## src/sv/dbeq_pkg.sv

```systemverilog
`default_nettype none

package dbeq_pkg;

    localparam int DEPTH_DEF       = 16;
    localparam int TAG_BITS_DEF    = 16;
    localparam int HANDLE_BITS_DEF = 32;

    localparam int FUNC_W     = 2;
    localparam int STATUS_W   = 3;
    localparam int CAP_W      = 5;
    localparam int CFG_IDX_W  = 2;
    localparam int CFG_DATA_W = 16;

    localparam logic [CAP_W-1:0] CAP_RESET = CAP_W'(16);

    localparam logic [CFG_IDX_W-1:0] CFG_CAPACITY = CFG_IDX_W'(0);
    localparam logic [CFG_IDX_W-1:0] CFG_NONE_TAG = CFG_IDX_W'(1);

    typedef enum logic [FUNC_W-1:0] {
        FUNC_POST  = 2'd0,
        FUNC_POP   = 2'd1,
        FUNC_CLOSE = 2'd2
    } func_t;

    typedef enum logic [STATUS_W-1:0] {
        ST_POSTED  = 3'd0,
        ST_CLOSED  = 3'd1,
        ST_FULL    = 3'd2,
        ST_DUP     = 3'd3,
        ST_POPPED  = 3'd4,
        ST_EMPTY   = 3'd5,
        ST_FLUSHED = 3'd6
    } status_t;

    typedef enum logic [1:0] {
        S_IDLE,
        S_SCAN,
        S_POP,
        S_DONE
    } state_t;

endpackage

`default_nettype wire

```

## src/sv/dbeq_ifs.sv

```systemverilog
`default_nettype none

interface dbeq_req_if #(
    parameter int TAG_BITS    = dbeq_pkg::TAG_BITS_DEF,
    parameter int HANDLE_BITS = dbeq_pkg::HANDLE_BITS_DEF
);
    import dbeq_pkg::*;

    logic                   valid;
    logic                   ready;
    logic [FUNC_W-1:0]      func;
    logic [TAG_BITS-1:0]    tag;
    logic [HANDLE_BITS-1:0] handle;

    modport source (output valid, func, tag, handle, input ready);
    modport sink   (input valid, func, tag, handle, output ready);
endinterface

interface dbeq_rsp_if #(
    parameter int DEPTH       = dbeq_pkg::DEPTH_DEF,
    parameter int TAG_BITS    = dbeq_pkg::TAG_BITS_DEF,
    parameter int HANDLE_BITS = dbeq_pkg::HANDLE_BITS_DEF
);
    import dbeq_pkg::*;

    localparam int CNT_W = $clog2(DEPTH + 1);

    logic                   valid;
    logic                   ready;
    status_t                status;
    logic [TAG_BITS-1:0]    out_tag;
    logic [HANDLE_BITS-1:0] out_handle;
    logic [CNT_W-1:0]       fill;

    modport source (output valid, status, out_tag, out_handle, fill, input ready);
    modport sink   (input valid, status, out_tag, out_handle, fill, output ready);
endinterface

interface dbeq_cfg_if;
    import dbeq_pkg::*;

    logic                  valid;
    logic                  ready;
    logic [CFG_IDX_W-1:0]  index;
    logic [CFG_DATA_W-1:0] data;

    modport source (output valid, index, data, input ready);
    modport sink   (input valid, index, data, output ready);
endinterface

`default_nettype wire

```

## src/sv/dbeq_ram.sv

```systemverilog
`default_nettype none

module dbeq_ram #(
    parameter int WIDTH = dbeq_pkg::TAG_BITS_DEF + dbeq_pkg::HANDLE_BITS_DEF,
    parameter int DEPTH = dbeq_pkg::DEPTH_DEF
) (
    input  wire logic                     clk,
    input  wire logic                     we,
    input  wire logic [$clog2(DEPTH)-1:0] waddr,
    input  wire logic [WIDTH-1:0]         wdata,
    input  wire logic                     re,
    input  wire logic [$clog2(DEPTH)-1:0] raddr,
    output      logic [WIDTH-1:0]         rdata
);

    logic [WIDTH-1:0] mem [DEPTH];
    logic [WIDTH-1:0] rdata_reg;

    always_ff @(posedge clk)
    begin
        if (we)
        begin
            mem[waddr] <= wdata;
        end
        if (re)
        begin
            rdata_reg <= mem[raddr];
        end
    end

    assign rdata = rdata_reg;

endmodule

`default_nettype wire

```

## src/sv/dbeq_ctrl.sv

```systemverilog
`default_nettype none

module dbeq_ctrl #(
    parameter int DEPTH       = dbeq_pkg::DEPTH_DEF,
    parameter int TAG_BITS    = dbeq_pkg::TAG_BITS_DEF,
    parameter int HANDLE_BITS = dbeq_pkg::HANDLE_BITS_DEF
) (
    input  wire logic                                clk,
    input  wire logic                                rst_n,
    dbeq_req_if.sink                                 req,
    dbeq_rsp_if.source                               rsp,
    input  wire logic [dbeq_pkg::CAP_W-1:0]          cap,
    input  wire logic [TAG_BITS-1:0]                 none_tag,
    output      logic                                ram_we,
    output      logic [$clog2(DEPTH)-1:0]            ram_waddr,
    output      logic [TAG_BITS+HANDLE_BITS-1:0]     ram_wdata,
    output      logic                                ram_re,
    output      logic [$clog2(DEPTH)-1:0]            ram_raddr,
    input  wire logic [TAG_BITS+HANDLE_BITS-1:0]     ram_rdata
);
    import dbeq_pkg::*;

    localparam int PTR_W = $clog2(DEPTH);
    localparam int CNT_W = $clog2(DEPTH + 1);
    localparam int CMP_W = (CNT_W > CAP_W) ? CNT_W : CAP_W;

    function automatic logic [PTR_W-1:0] next_slot(input logic [PTR_W-1:0] p);
        logic [PTR_W-1:0] n;
        n = p + PTR_W'(1);
        if (p == PTR_W'(DEPTH - 1))
        begin
            n = '0;
        end
        return n;
    endfunction

    state_t                 state_reg, state_next;
    logic [PTR_W-1:0]       head_reg, head_next;
    logic [PTR_W-1:0]       tail_reg, tail_next;
    logic [CNT_W-1:0]       count_reg, count_next;
    logic                   closed_reg, closed_next;
    logic [PTR_W-1:0]       scan_ptr_reg, scan_ptr_next;
    logic [CNT_W-1:0]       iss_cnt_reg, iss_cnt_next;
    logic [CNT_W-1:0]       cmp_cnt_reg, cmp_cnt_next;
    logic                   cmp_vld_reg, cmp_vld_next;
    logic [TAG_BITS-1:0]    tag_reg, tag_next;
    logic [HANDLE_BITS-1:0] handle_reg, handle_next;
    status_t                res_status_reg, res_status_next;
    logic [TAG_BITS-1:0]    res_tag_reg, res_tag_next;
    logic [HANDLE_BITS-1:0] res_handle_reg, res_handle_next;
    logic                   rsp_vld_reg, rsp_vld_next;
    status_t                out_status_reg, out_status_next;
    logic [TAG_BITS-1:0]    out_tag_reg, out_tag_next;
    logic [HANDLE_BITS-1:0] out_handle_reg, out_handle_next;
    logic [CNT_W-1:0]       out_fill_reg, out_fill_next;

    logic [CMP_W-1:0]       cap_ext;
    logic [CMP_W-1:0]       limit;
    logic                   full;
    logic                   accept;
    logic [TAG_BITS-1:0]    rd_tag;
    logic [HANDLE_BITS-1:0] rd_handle;
    logic                   hit;
    logic                   last_cmp;

    // Capacity above the queue depth saturates at the depth.
    assign cap_ext   = CMP_W'(cap);
    assign limit     = (cap_ext > CMP_W'(DEPTH)) ? CMP_W'(DEPTH) : cap_ext;
    assign full      = CMP_W'(count_reg) >= limit;
    assign accept    = req.valid && req.ready;
    assign rd_tag    = ram_rdata[HANDLE_BITS +: TAG_BITS];
    assign rd_handle = ram_rdata[HANDLE_BITS-1:0];
    assign hit       = cmp_vld_reg && (rd_tag == tag_reg);
    assign last_cmp  = cmp_vld_reg && ((cmp_cnt_reg + CNT_W'(1)) == count_reg);

    assign req.ready      = (state_reg == S_IDLE);
    assign rsp.valid      = rsp_vld_reg;
    assign rsp.status     = out_status_reg;
    assign rsp.out_tag    = out_tag_reg;
    assign rsp.out_handle = out_handle_reg;
    assign rsp.fill       = out_fill_reg;

    always_comb
    begin
        state_next      = state_reg;
        head_next       = head_reg;
        tail_next       = tail_reg;
        count_next      = count_reg;
        closed_next     = closed_reg;
        scan_ptr_next   = scan_ptr_reg;
        iss_cnt_next    = iss_cnt_reg;
        cmp_cnt_next    = cmp_cnt_reg;
        cmp_vld_next    = 1'b0;
        tag_next        = tag_reg;
        handle_next     = handle_reg;
        res_status_next = res_status_reg;
        res_tag_next    = res_tag_reg;
        res_handle_next = res_handle_reg;
        rsp_vld_next    = rsp_vld_reg && !rsp.ready;
        out_status_next = out_status_reg;
        out_tag_next    = out_tag_reg;
        out_handle_next = out_handle_reg;
        out_fill_next   = out_fill_reg;
        ram_we          = 1'b0;
        ram_waddr       = tail_reg;
        ram_wdata       = {tag_reg, handle_reg};
        ram_re          = 1'b0;
        ram_raddr       = head_reg;

        case (state_reg)
            S_IDLE:
            begin
                if (accept)
                begin
                    tag_next        = req.tag;
                    handle_next     = req.handle;
                    res_tag_next    = '0;
                    res_handle_next = '0;
                    case (func_t'(req.func))
                        FUNC_POST:
                        begin
                            state_next = S_DONE;
                            if (closed_reg)
                            begin
                                res_status_next = ST_CLOSED;
                            end
                            else if (full)
                            begin
                                res_status_next = ST_FULL;
                            end
                            else if (req.tag == none_tag || count_reg == '0)
                            begin
                                ram_we          = 1'b1;
                                ram_wdata       = {req.tag, req.handle};
                                tail_next       = next_slot(tail_reg);
                                count_next      = count_reg + CNT_W'(1);
                                res_status_next = ST_POSTED;
                            end
                            else
                            begin
                                // The first tag read goes out now, at the head.
                                ram_re        = 1'b1;
                                scan_ptr_next = next_slot(head_reg);
                                iss_cnt_next  = CNT_W'(1);
                                cmp_cnt_next  = '0;
                                cmp_vld_next  = 1'b1;
                                state_next    = S_SCAN;
                            end
                        end
                        FUNC_POP:
                        begin
                            if (count_reg == '0)
                            begin
                                res_status_next = ST_EMPTY;
                                state_next      = S_DONE;
                            end
                            else
                            begin
                                ram_re     = 1'b1;
                                state_next = S_POP;
                            end
                        end
                        FUNC_CLOSE:
                        begin
                            closed_next     = 1'b1;
                            head_next       = '0;
                            tail_next       = '0;
                            count_next      = '0;
                            res_status_next = ST_FLUSHED;
                            state_next      = S_DONE;
                        end
                        default:
                        begin
                            state_next = S_IDLE;
                        end
                    endcase
                end
            end
            S_SCAN:
            begin
                // Each read is issued in the cycle before its tag compare.
                if (cmp_vld_reg)
                begin
                    cmp_cnt_next = cmp_cnt_reg + CNT_W'(1);
                end
                if (hit)
                begin
                    res_status_next = ST_DUP;
                    state_next      = S_DONE;
                end
                else if (last_cmp)
                begin
                    ram_we          = 1'b1;
                    tail_next       = next_slot(tail_reg);
                    count_next      = count_reg + CNT_W'(1);
                    res_status_next = ST_POSTED;
                    state_next      = S_DONE;
                end
                else if (iss_cnt_reg < count_reg)
                begin
                    ram_re        = 1'b1;
                    ram_raddr     = scan_ptr_reg;
                    scan_ptr_next = next_slot(scan_ptr_reg);
                    iss_cnt_next  = iss_cnt_reg + CNT_W'(1);
                    cmp_vld_next  = 1'b1;
                end
            end
            S_POP:
            begin
                res_tag_next    = rd_tag;
                res_handle_next = rd_handle;
                res_status_next = ST_POPPED;
                head_next       = next_slot(head_reg);
                count_next      = count_reg - CNT_W'(1);
                state_next      = S_DONE;
            end
            S_DONE:
            begin
                if (!rsp_vld_reg || rsp.ready)
                begin
                    rsp_vld_next    = 1'b1;
                    out_status_next = res_status_reg;
                    out_tag_next    = res_tag_reg;
                    out_handle_next = res_handle_reg;
                    out_fill_next   = count_reg;
                    state_next      = S_IDLE;
                end
            end
            default:
            begin
                state_next = S_IDLE;
            end
        endcase
    end

    always_ff @(posedge clk or negedge rst_n)
    begin
        if (!rst_n)
        begin
            state_reg    <= S_IDLE;
            head_reg     <= '0;
            tail_reg     <= '0;
            count_reg    <= '0;
            closed_reg   <= 1'b0;
            scan_ptr_reg <= '0;
            iss_cnt_reg  <= '0;
            cmp_cnt_reg  <= '0;
            cmp_vld_reg  <= 1'b0;
            rsp_vld_reg  <= 1'b0;
        end
        else
        begin
            state_reg    <= state_next;
            head_reg     <= head_next;
            tail_reg     <= tail_next;
            count_reg    <= count_next;
            closed_reg   <= closed_next;
            scan_ptr_reg <= scan_ptr_next;
            iss_cnt_reg  <= iss_cnt_next;
            cmp_cnt_reg  <= cmp_cnt_next;
            cmp_vld_reg  <= cmp_vld_next;
            rsp_vld_reg  <= rsp_vld_next;
        end
    end

    always_ff @(posedge clk)
    begin
        tag_reg        <= tag_next;
        handle_reg     <= handle_next;
        res_status_reg <= res_status_next;
        res_tag_reg    <= res_tag_next;
        res_handle_reg <= res_handle_next;
        out_status_reg <= out_status_next;
        out_tag_reg    <= out_tag_next;
        out_handle_reg <= out_handle_next;
        out_fill_reg   <= out_fill_next;
    end

`ifndef ASSERT_OFF
    a_closed_sticky: assert property (@(posedge clk) disable iff (!rst_n)
        closed_reg |=> closed_reg)
        else $error("closed flag dropped without reset");

    a_closed_empty: assert property (@(posedge clk) disable iff (!rst_n)
        closed_reg |-> (count_reg == '0))
        else $error("closed queue holds entries");

    a_scan_valid: assert property (@(posedge clk) disable iff (!rst_n)
        (state_reg == S_SCAN) |-> (!closed_reg && count_reg != '0))
        else $error("tag scan on a closed or empty queue");

    a_scan_counts: assert property (@(posedge clk) disable iff (!rst_n)
        (state_reg == S_SCAN) |-> (cmp_cnt_reg <= iss_cnt_reg && iss_cnt_reg <= count_reg))
        else $error("tag scan counters out of order");

    a_result_out: assert property (@(posedge clk) disable iff (!rst_n)
        (state_reg == S_DONE && (!rsp_vld_reg || rsp.ready)) |=> rsp_vld_reg)
        else $error("finished result not presented");
`endif

endmodule

`default_nettype wire

```

## src/sv/dedup_bounded_event_queue_unit.sv

```systemverilog
// Deduplicating bounded event queue.
// The req channel carries one operation per beat: post (tag, handle), pop
// the oldest entry, or close and flush. Code three is dropped without a
// result. Every other beat yields exactly one beat on the rsp channel with
// a status, the popped tag and handle (zero unless popped), and the fill.
// The cfg channel writes capacity (index 0) and the untagged value
// (index 1); it is always ready and is meant to be used while idle.
// Close, refused posts and posts that need no tag check (empty queue or the
// untagged value) go straight to the result stage; a pop first reads the
// head entry from the RAM, and a checked post walks the stored tags with
// one shared compare, one RAM read per cycle, until a match or the last
// entry. The block takes one operation at a time; req is ready again once
// the result sits in the output register, so the next beat can be taken
// while the result is offered. A stalled receiver holds the result in that
// register; a following operation is taken and worked, then waits for the
// register to free. Reset empties the queue, opens it and restores
// capacity 16 and tag 0. The entry RAM is not cleared; only written slots
// are ever read.
`default_nettype none

module dedup_bounded_event_queue_unit #(
    parameter int DEPTH       = dbeq_pkg::DEPTH_DEF,
    parameter int TAG_BITS    = dbeq_pkg::TAG_BITS_DEF,
    parameter int HANDLE_BITS = dbeq_pkg::HANDLE_BITS_DEF
) (
    input  wire logic  clk,
    input  wire logic  rst_n,
    dbeq_req_if.sink   req,
    dbeq_rsp_if.source rsp,
    dbeq_cfg_if.sink   cfg
);
    import dbeq_pkg::*;

    localparam int PTR_W = $clog2(DEPTH);
    localparam int ENT_W = TAG_BITS + HANDLE_BITS;

    logic [CAP_W-1:0]    cap_reg, cap_next;
    logic [TAG_BITS-1:0] none_tag_reg, none_tag_next;

    logic             ram_we;
    logic [PTR_W-1:0] ram_waddr;
    logic [ENT_W-1:0] ram_wdata;
    logic             ram_re;
    logic [PTR_W-1:0] ram_raddr;
    logic [ENT_W-1:0] ram_rdata;

    assign cfg.ready = 1'b1;

    always_comb
    begin
        cap_next      = cap_reg;
        none_tag_next = none_tag_reg;
        if (cfg.valid && cfg.ready)
        begin
            case (cfg.index)
                CFG_CAPACITY: cap_next      = cfg.data[CAP_W-1:0];
                CFG_NONE_TAG: none_tag_next = TAG_BITS'(cfg.data);
                default:      cap_next      = cap_reg;
            endcase
        end
    end

    always_ff @(posedge clk or negedge rst_n)
    begin
        if (!rst_n)
        begin
            cap_reg      <= CAP_RESET;
            none_tag_reg <= '0;
        end
        else
        begin
            cap_reg      <= cap_next;
            none_tag_reg <= none_tag_next;
        end
    end

    dbeq_ctrl #(
        .DEPTH       (DEPTH),
        .TAG_BITS    (TAG_BITS),
        .HANDLE_BITS (HANDLE_BITS)
    ) u_ctrl (
        .clk       (clk),
        .rst_n     (rst_n),
        .req       (req),
        .rsp       (rsp),
        .cap       (cap_reg),
        .none_tag  (none_tag_reg),
        .ram_we    (ram_we),
        .ram_waddr (ram_waddr),
        .ram_wdata (ram_wdata),
        .ram_re    (ram_re),
        .ram_raddr (ram_raddr),
        .ram_rdata (ram_rdata)
    );

    dbeq_ram #(
        .WIDTH (ENT_W),
        .DEPTH (DEPTH)
    ) u_ram (
        .clk   (clk),
        .we    (ram_we),
        .waddr (ram_waddr),
        .wdata (ram_wdata),
        .re    (ram_re),
        .raddr (ram_raddr),
        .rdata (ram_rdata)
    );

endmodule

`default_nettype wire

```

## src/flat_wrapper.sv

```systemverilog
// flat-port wrapper written by rule: the top's interface ports become plain ports
module dedup_bounded_event_queue_unit_flat import dbeq_pkg::*;
#(
    parameter int DEPTH       = dbeq_pkg::DEPTH_DEF,
    parameter int TAG_BITS    = dbeq_pkg::TAG_BITS_DEF,
    parameter int HANDLE_BITS = dbeq_pkg::HANDLE_BITS_DEF
)
  (clk, rst_n, req_valid, req_func, req_tag, req_handle, req_ready, rsp_valid, rsp_status, rsp_out_tag, rsp_out_handle, rsp_fill, rsp_ready, cfg_valid, cfg_index, cfg_data, cfg_ready);
  dbeq_req_if #(.TAG_BITS(TAG_BITS), .HANDLE_BITS(HANDLE_BITS)) req_i ();
  dbeq_rsp_if #(.DEPTH(DEPTH), .TAG_BITS(TAG_BITS), .HANDLE_BITS(HANDLE_BITS)) rsp_i ();
  dbeq_cfg_if cfg_i ();
  input  wire logic clk;
  input  wire logic rst_n;
  input wire logic [$bits(req_i.valid)-1:0] req_valid;
  input wire logic [$bits(req_i.func)-1:0] req_func;
  input wire logic [$bits(req_i.tag)-1:0] req_tag;
  input wire logic [$bits(req_i.handle)-1:0] req_handle;
  output wire logic [$bits(req_i.ready)-1:0] req_ready;
  output wire logic [$bits(rsp_i.valid)-1:0] rsp_valid;
  output wire logic [$bits(rsp_i.status)-1:0] rsp_status;
  output wire logic [$bits(rsp_i.out_tag)-1:0] rsp_out_tag;
  output wire logic [$bits(rsp_i.out_handle)-1:0] rsp_out_handle;
  output wire logic [$bits(rsp_i.fill)-1:0] rsp_fill;
  input wire logic [$bits(rsp_i.ready)-1:0] rsp_ready;
  input wire logic [$bits(cfg_i.valid)-1:0] cfg_valid;
  input wire logic [$bits(cfg_i.index)-1:0] cfg_index;
  input wire logic [$bits(cfg_i.data)-1:0] cfg_data;
  output wire logic [$bits(cfg_i.ready)-1:0] cfg_ready;
  assign req_i.valid = req_valid;
  assign req_i.func = req_func;
  assign req_i.tag = req_tag;
  assign req_i.handle = req_handle;
  assign req_ready = req_i.ready;
  assign rsp_valid = rsp_i.valid;
  assign rsp_status = rsp_i.status;
  assign rsp_out_tag = rsp_i.out_tag;
  assign rsp_out_handle = rsp_i.out_handle;
  assign rsp_fill = rsp_i.fill;
  assign rsp_i.ready = rsp_ready;
  assign cfg_i.valid = cfg_valid;
  assign cfg_i.index = cfg_index;
  assign cfg_i.data = cfg_data;
  assign cfg_ready = cfg_i.ready;
  dedup_bounded_event_queue_unit #(.DEPTH(DEPTH), .TAG_BITS(TAG_BITS), .HANDLE_BITS(HANDLE_BITS)) u_core (.clk(clk), .rst_n(rst_n), .req(req_i), .rsp(rsp_i), .cfg(cfg_i));
endmodule
```

## config.mk

```make
export PLATFORM = sky130hd
export DESIGN_NAME = dedup_bounded_event_queue_unit_flat
export DESIGN_NICKNAME = d
export VERILOG_FILES = /design/src/sv/dbeq_pkg.sv /design/src/sv/dbeq_ifs.sv /design/src/sv/dbeq_ram.sv /design/src/sv/dbeq_ctrl.sv /design/src/sv/dedup_bounded_event_queue_unit.sv /design/src/flat_wrapper.sv
export SDC_FILE = /design/constraint.sdc
export NUM_CORES = 1
export LEC_CHECK = 0
export BUFFER_PORTS_ARGS = -buffer_cell sky130_fd_sc_hd__buf_4
export CAP_MARGIN = 25
export CORE_ASPECT_RATIO = 1.1
export CORE_MARGIN = 2
export CORE_UTILIZATION = 40
export DETAILED_ROUTE_END_ITERATION = 16
export GPL_ROUTABILITY_DRIVEN = 0
export PLACE_DENSITY = 0.68
export RECOVER_POWER = 50
export REMOVE_ABC_BUFFERS = 1
export SLEW_MARGIN = 40
export SYNTH_ARGS = -nofsm -noshare
export SYNTH_HDL_FRONTEND = slang
export SYNTH_HIERARCHICAL = 1
export SYNTH_SLANG_ARGS = --single-unit
```

## constraint.sdc

```tcl
create_clock -name clk -period 6.6 [get_ports clk]
set_input_delay 0 -clock clk [delete_from_list [all_inputs] [get_ports clk]]
set_output_delay 0 -clock clk [all_outputs]
set_load 0.02 [all_outputs]
```

Word-level counts from Yosys, hierarchy flattened. Memories as Yosys holds them, arrays and structs flattened. A register that Yosys moved wholly into a read port is not among the register bits. Index checks and enable logic that the tools add are counted. Widths: inputs -> output; s select.

Register bits after elaboration: 208. Memory bits (writable): 768. Output and inout bits: 59. Word-level logic and storage cells: 198. Memories kept: 1.

Memories: u_core.u_ram.mem (depth 16, width 48, read ports 1, clocked after Yosys merged registers in 1, wr ports 1, RTL line dbeq_ram.sv:16) `logic [WIDTH-1:0] mem [DEPTH];`.

$add $sub $neg: 7. $lt $le $gt $ge: 3. Equal/unequal tests: 32. Muxes and demuxes: 106. Reduce and logical (&&, ||, !) cells: 28.

Operators by type and width (number): $mux 48 (6); $mux 5 (21); $mux 4 (23); $pmux 32 s2 (1); $eq 16x16->1 (2); $mux 32 (1); $pmux 16 s2 (1); $pmux 4 s2 (4); $pmux 5 s2 (3); $mux 1 (22); $mux 3 (7); $ne 2x2->1 const B (9); $pmux 3 s3 (2); $mux 16 (1); $reduce_and 8->1 (2); $add 5x1->5 const B (3); $ne 3x3->1 const B (5); $pmux 5 s3 (1); $mux 2 (7); $add 4x1->4 const B (3); $eq 4x4->1 const B (3); $reduce_and 2->1 (5); $reduce_and 3->1 (3); $reduce_and 9->1 (1); other kinds (23) (40).

Depth between registers and ports, before layout.
Word-level depth: 10. Mapped depth: 13. Mapped depth without buffers: 11.

By module. Netlist, hierarchy kept.

By module, submodules not included: dbeq_ram (times used 1, cells an instance 1242, area an instance 30175.2 sq um, seq. area each 24503.5 sq um); dbeq_ctrl (times used 1, cells an instance 722, area an instance 8615.8 sq um, seq. area each 5455.2 sq um); dedup_bounded_event_queue_unit (times used 1, cells an instance 47, area an instance 862.1 sq um, seq. area each 526.8 sq um).

Worst setup path before layout. OpenSTA, ideal clock, no wires.

Path type: flip-flop to flip-flop. Start point: reg u_core.cap_reg[4]. End point: mem u_core/u_ram/mem[0][0] (netlist name), enable pin. Setup time: 513 ps. Arrival time: 5916 ps. Slack: 171 ps. Cell stages (with the launch flop): 13. Path buffers: 1. Path through: dfstp_2 > inv_1 > nand2_1 > ha_1 > a21oi_1 > o21ai_0 > o41ai_2 > nand2_1 > nor3_2 > buf_2 > a31o_2 > or3b_2 > nor3_1.

Longest elaborated chain between the ends: 10.

Ends and longest elaborated chain: start: declaration (RTL line dedup_bounded_event_queue_unit.sv:37) `logic [CAP_W-1:0] cap_reg, cap_next;`; start signal: assignment (RTL line dedup_bounded_event_queue_unit.sv:72) `cap_reg <= cap_next;`; $gt 5x5->1 (RTL line dbeq_ctrl.sv:68) `assign limit = (cap_ext > CMP_W'(DEPTH)) ? CMP_W'(DEPTH) : cap_ext;`; $mux 5 (*) (RTL line dbeq_ctrl.sv:68); $ge 5x5->1 (*) (RTL line dbeq_ctrl.sv:69) `assign full = CMP_W'(count_reg) >= limit;`; $mux 1 (*) (RTL line dbeq_ctrl.sv:127) `else if (full)`; $mux 1 (*) (RTL line dbeq_ctrl.sv:123) `if (closed_reg)`; $mux 1 (*) (RTL line dbeq_ctrl.sv:119) `case (func_t'(req.func))`; $mux 1 (*) (RTL line dbeq_ctrl.sv:113) `if (accept)`; $pmux 1 s2 (*) (RTL line dbeq_ctrl.sv:110) `case (state_reg)`; via u_core.ram_we (RTL line dedup_bounded_event_queue_unit.sv:40) `logic ram_we;`; $mux 1 (*) (RTL line dbeq_ram.sv:21) `if (we)`; $mux 1 (not written as such) (*) (RTL line dbeq_ram.sv:23) `mem[waddr] <= wdata;`; end: declaration (RTL line dbeq_ram.sv:16).

The timed path passes the listed nets; every way through them passes the cells marked *.

Worst setup path in the final report.
Start point: reg u_core.u_ctrl.count_reg[0]. End point: mem u_core/u_ram/mem[3][18] (netlist name), enable pin.

Longest elaborated chain between the ends: 10.

Ends and longest elaborated chain: start: declaration (RTL line dbeq_ctrl.sv:40) `logic [CNT_W-1:0] count_reg, count_next;`; start signal: assignment (RTL line dbeq_ctrl.sv:256) `count_reg <= count_next;`; parallel branches: the longest is 7 deep, another holds $ge 5x5->1; $pmux 1 s2 (*) (RTL line dbeq_ctrl.sv:110); via u_core.ram_we (RTL line dedup_bounded_event_queue_unit.sv:40); $mux 1 (*) (RTL line dbeq_ram.sv:21); $mux 1 (not written as such) (*) (RTL line dbeq_ram.sv:23).

Mark *: on every way through the listed nets, which the timed path passes.

==> flow_results.org <==
** Run status
- The run finished, with violations left.
- The checks that failed: capacitance limit, slew limit.

** Worst setup path
- Worst EP arrival :: 5680 ps
- In this run the worst setup path begins at u_core/u_ctrl/count_reg[0].
- Required @ worst endpoint :: 6930 ps
- For the worst flop-to-flop path, the logic depth is 13.
- The worst register-to-register path begins at u_core/u_ctrl/count_reg[0].
- Element type at the critical path start :: flip-flop
- Reg-to-reg endpoint :: u_core/u_ram/mem[3][18]
- Critical path capture point type :: flip-flop
- Category of the most critical setup path :: flip-flop to flip-flop
- In this run the worst path has a maximum fanout of 15.
- In this run the register-to-register setup slack is 1250 ps.

** Yosys
- In the post-synthesis netlist, the cell with the most instances is sky130_fd_sc_hd__edfxtp_1.
- Yosys top cell by area :: sky130_fd_sc_hd__edfxtp_1
- Summed instance area of the synthesized netlist :: 39650 µm²
- Counting flops and latches in the post-synthesis netlist gives 1024.
- Fraction of the mapped netlist area in adder cells :: 0.007888
- Top cells by count, synth :: 971 x sky130_fd_sc_hd__edfxtp_1, 222 x sky130_fd_sc_hd__nand2_1, 192 x sky130_fd_sc_hd__mux4_2, 98 x sky130_fd_sc_hd__a22oi_1, 55 x sky130_fd_sc_hd__and2_1
- Compound-cell area share of the yosys netlist :: 0.03379
- The share of the Yosys chip area taken by registers is 0.7688.
- In the synthesized netlist the async set-or-reset flop fraction comes to 0.05176.
- Area fraction in and, or, nand and nor cells after synthesis :: 0.04635
- For this run, the leading register cell type out of synthesis is sky130_fd_sc_hd__edfxtp_1.
- Cells after Synth :: 2011
- During synthesis, Yosys emitted a total of 6 warnings.
- Multiplexer fraction of the synthesized cell area :: 0.1211
- Combinational family with the most area after synthesis :: multiplexers
- Fraction of synthesized cell area in xor and xnor cells :: 0.008614
- Cell types occupying the most area after synthesis :: sky130_fd_sc_hd__edfxtp_1 74%, sky130_fd_sc_hd__mux4_2 11%, sky130_fd_sc_hd__dfrtp_1 3.3%
- Synth unique cells :: 64
- Area share of the largest cell type after synthesis :: 0.7353
- A synthesized cell averages 19.72 µm².
- The synthesized design contains 971 enable-type register cells.

** Routing
- The first routing iteration left 2086 violations.
- Vias/cell :: 5.554
- First-pass iteration count of the detailed router :: 5
- In this run the remaining antenna-violating nets after routing total 0.
- Detailed routing inserted a total of 20377 vias.
- Detail-routed net length per standard cell :: 25.24 µm
- Detailed-route wire length :: 92.59 mm
- Remaining design rule violation count :: 0

** Place
- Input and output buffers added on the ports amount to 130.
- Half-perimeter wire length of the detailed placement result :: 50.80 mm
- In this run, placement finished with an instance count of 3399.
- The placed instances occupy a cell area of 42740 µm².

** Floorplanning
- Floorplan Core Area :: 98560 µm²
- The die is 334.2 µm tall.
- The die covers 101700 µm².
- Starting density of the core :: 0.4023
- The floorplan has 121 rows.
- Width of the chip :: 304.2 µm
- Boundary Pins :: 132

** CTS
- Root cell of the clock tree :: sky130_fd_sc_hd__clkbuf_16
- CTS tree :: yes
- The longest clock path from root to sink contains 3 buffers.
- Clock transition at the registers of the reported paths :: 60 ps
- Total of cells resized after clock tree synthesis :: 0
- Clock tree synthesis found a total of 1024 sinks.
- The number of clock buffers added by TritonCTS is 101.
- Worst-skew pair later-pin latency :: 680 ps
- Deepest level of the CTS H-tree :: 3

** Layout
- Of the cells placed in the final design, the portion with a size suffix greater than 1 is 0.1927.
- Final core utilization :: 0.4689
- Fillers :: 8088
- Nets :: 2399
- The area growth from synthesis to layout is 16.55%.
- The register with the most flip-flops in the layout has 768 of them.
- Cell area after layout :: 46220 µm²
- For this run, the number of standard cells in the final layout without fillers is 3669.

** Power and ir drop
- Post-layout power :: 19.95 mW
- Switching power share of the total :: 0.3039
- For this design the ratio of total power to cell area is 431.7 nW/µm².
- Of the total power, registers draw 0.432.
- Switching pwr :: 6.063 mW
- Across the VDD grid, the largest voltage drop is 0.4883 mV.
- For this design the static power due to leakage is 15.07 nW.
- Internal power comes to 13.89 mW.
- Of the total power, the clock network draws 0.281.
- Combinational Power Share :: 0.287

** Timing
- Dividing the final minimum period by the clock period gives 0.8101.
- On the final layout, the worst clock skew is 48.63 ps.
- The worst pin sits at a relative slew slack of -1.883.
- Worst Hold Margin :: 90.39 ps
- Setup violations remaining at the end of the flow were counted as 0.
- Setup repair after global routing left no endpoint under its margin.
- Static timing analysis puts the maximum clock frequency at 0.1870 GHz.
- Final Max Slew Viols :: 344
- The number of hold violations in the final report came to 0.
- At the pin with the least slew margin, the transition time is 4324 ps.
- The smallest clock period supported by the final layout is computed as 5346 ps.

** Min path
- The startpoint identified for the worst hold timing path is req_handle[15].
- The worst hold path terminates at u_core/u_ctrl/handle_reg[15].
- Path type of the worst min-delay path :: input port to flip-flop
- Worst hold path cell count :: 2

** Global routing
- Entering global routing, the biggest net connects 59 pins.
- Congestion Overflow GR :: 0
- The number of global-route vias before repair was 20879.
- The initial antenna violation count is 3.
- The first global-routing pass estimated 135.7 mm of wire.
- In the global route stage, overall resource usage came out at 0.1796.

** Job
- Number of violations of the max-capacitance limit :: 10
power by group through the flow:
stage | clock network [mW] | logic, mW | registers, mW
6_report | 5.60 | 5.73 | 8.63
5_1_grt | 5.95 | 6.17 | 8.69
4_1_cts | 5.71 | 5.93 | 8.60
3_5_place_dp | 0 | 5.84 | 8.72
3_3_place_gp | 0 | 5.65 | 8.71
2_1_floorplan | 0 | 4.25 | 8.73
routing by layer:
metal | global-route usage | vias up | wire length, µm
li1 | - | 8652 | -
met2 | 0.3065 | 846 | 46230
met3 | 0.02915 | 125 | 6683
met1 | 0.2392 | 10752 | 37810
met5 | 0 | - | 13
met4 | 0.05039 | 2 | 1854
worst max-delay path: stages, from the launching register on:
cell and delay, ps:
sky130_fd_sc_hd__dfrtp_1 530, sky130_fd_sc_hd__inv_1 180, sky130_fd_sc_hd__ha_1 320, sky130_fd_sc_hd__nor2b_1 90, sky130_fd_sc_hd__o21ai_0 140, sky130_fd_sc_hd__o41ai_1 700
sky130_fd_sc_hd__nand2_1 220, sky130_fd_sc_hd__nor3_1 280, sky130_fd_sc_hd__a31o_2 210, sky130_fd_sc_hd__or3b_2 560, sky130_fd_sc_hd__nor2_1 150, sky130_fd_sc_hd__clkbuf_1 990
sky130_fd_sc_hd__buf_16 250, sky130_fd_sc_hd__buf_4 330
placed cells by master (no fill, tap or decap), types with 9 or more instances in the layout:
master	instances
sky130_fd_sc_hd__a21oi_1	20
sky130_fd_sc_hd__a22oi_1	98
sky130_fd_sc_hd__and2_0	38
sky130_fd_sc_hd__and2_1	16
sky130_fd_sc_hd__buf_4	46
sky130_fd_sc_hd__bufinv_16	9
sky130_fd_sc_hd__clkbuf_1	129
sky130_fd_sc_hd__clkbuf_16	103
sky130_fd_sc_hd__clkbuf_4	17
sky130_fd_sc_hd__clkinv_1	19
sky130_fd_sc_hd__clkinv_2	9
sky130_fd_sc_hd__dfrtp_1	52
sky130_fd_sc_hd__dlygate4sd3_1	87
sky130_fd_sc_hd__edfxtp_1	971
sky130_fd_sc_hd__ha_1	25
sky130_fd_sc_hd__inv_1	23
sky130_fd_sc_hd__mux2_1	10
sky130_fd_sc_hd__mux2_2	21
sky130_fd_sc_hd__mux4_2	192
sky130_fd_sc_hd__nand2_1	222
sky130_fd_sc_hd__nand2b_1	12
sky130_fd_sc_hd__nand3_1	14
sky130_fd_sc_hd__nor2_1	14
sky130_fd_sc_hd__nor4_1	9
sky130_fd_sc_hd__o21ai_0	24
sky130_fd_sc_hd__xnor2_1	9
sky130_fd_sc_hd__xor2_1	30
logic make-up after synthesis:
group                    count (synthesis)
flip-flops                            1024
AND/OR/NAND/NOR                        386
multiplexers                           232
AO/OA/AOI/OAI                          190
buffers and inverters                  114
XOR/XNOR                                39
adder cells (fa/ha/maj)                 25
other                                    1
final cells by class:
| type | instances | area (µm²) | area share |
|---|---|---|---|
| Clock inverter | 53 | 578.1 | 0.01251 |
| Sequential cell | 1024 | 30490 | 0.6596 |
| Tap cell | 1291 | 1615 | 0.03495 |
| Inverter | 23 | 86.33 | 0.001868 |
| Multi-Input combinational cell | 873 | 8695 | 0.1881 |
| Antenna cell | 1 | 2.502 | 0.00005415 |
| Timing Repair Buffer | 278 | 2090 | 0.04521 |
| Clock buffer | 126 | 2664 | 0.05764 |
worst max path at each step:
stage / endpoint / cells past startpoint
CTS: u_core/u_ram/rdata[12] / 11
global route: u_core/u_ram/mem[7][7] / 12
detailed placement: u_core/u_ram/rdata[12] / 11
finish: u_core/u_ram/mem[3][18] / 13
global placement: u_core/u_ram/rdata[12] / 11
floorplan: u_core/u_ram/mem[0][0] / 11
timing repair:
| action | in CTS | in global routing |
|---|---|---|
| hold buffers | 88 | 0 |
| hold endpoints to repair | 324 | 0 |
| setup buffers | 0 | 0 |
stage by stage:
step,setup TNS [ps],worst slack [ps]
detailed placement,0,1895
finish,0,1254
CTS,0,1869
global route,0,953.4
floorplan,-163270,-993.3
global placement,0,1979
(Power assumes the default switching activity.)
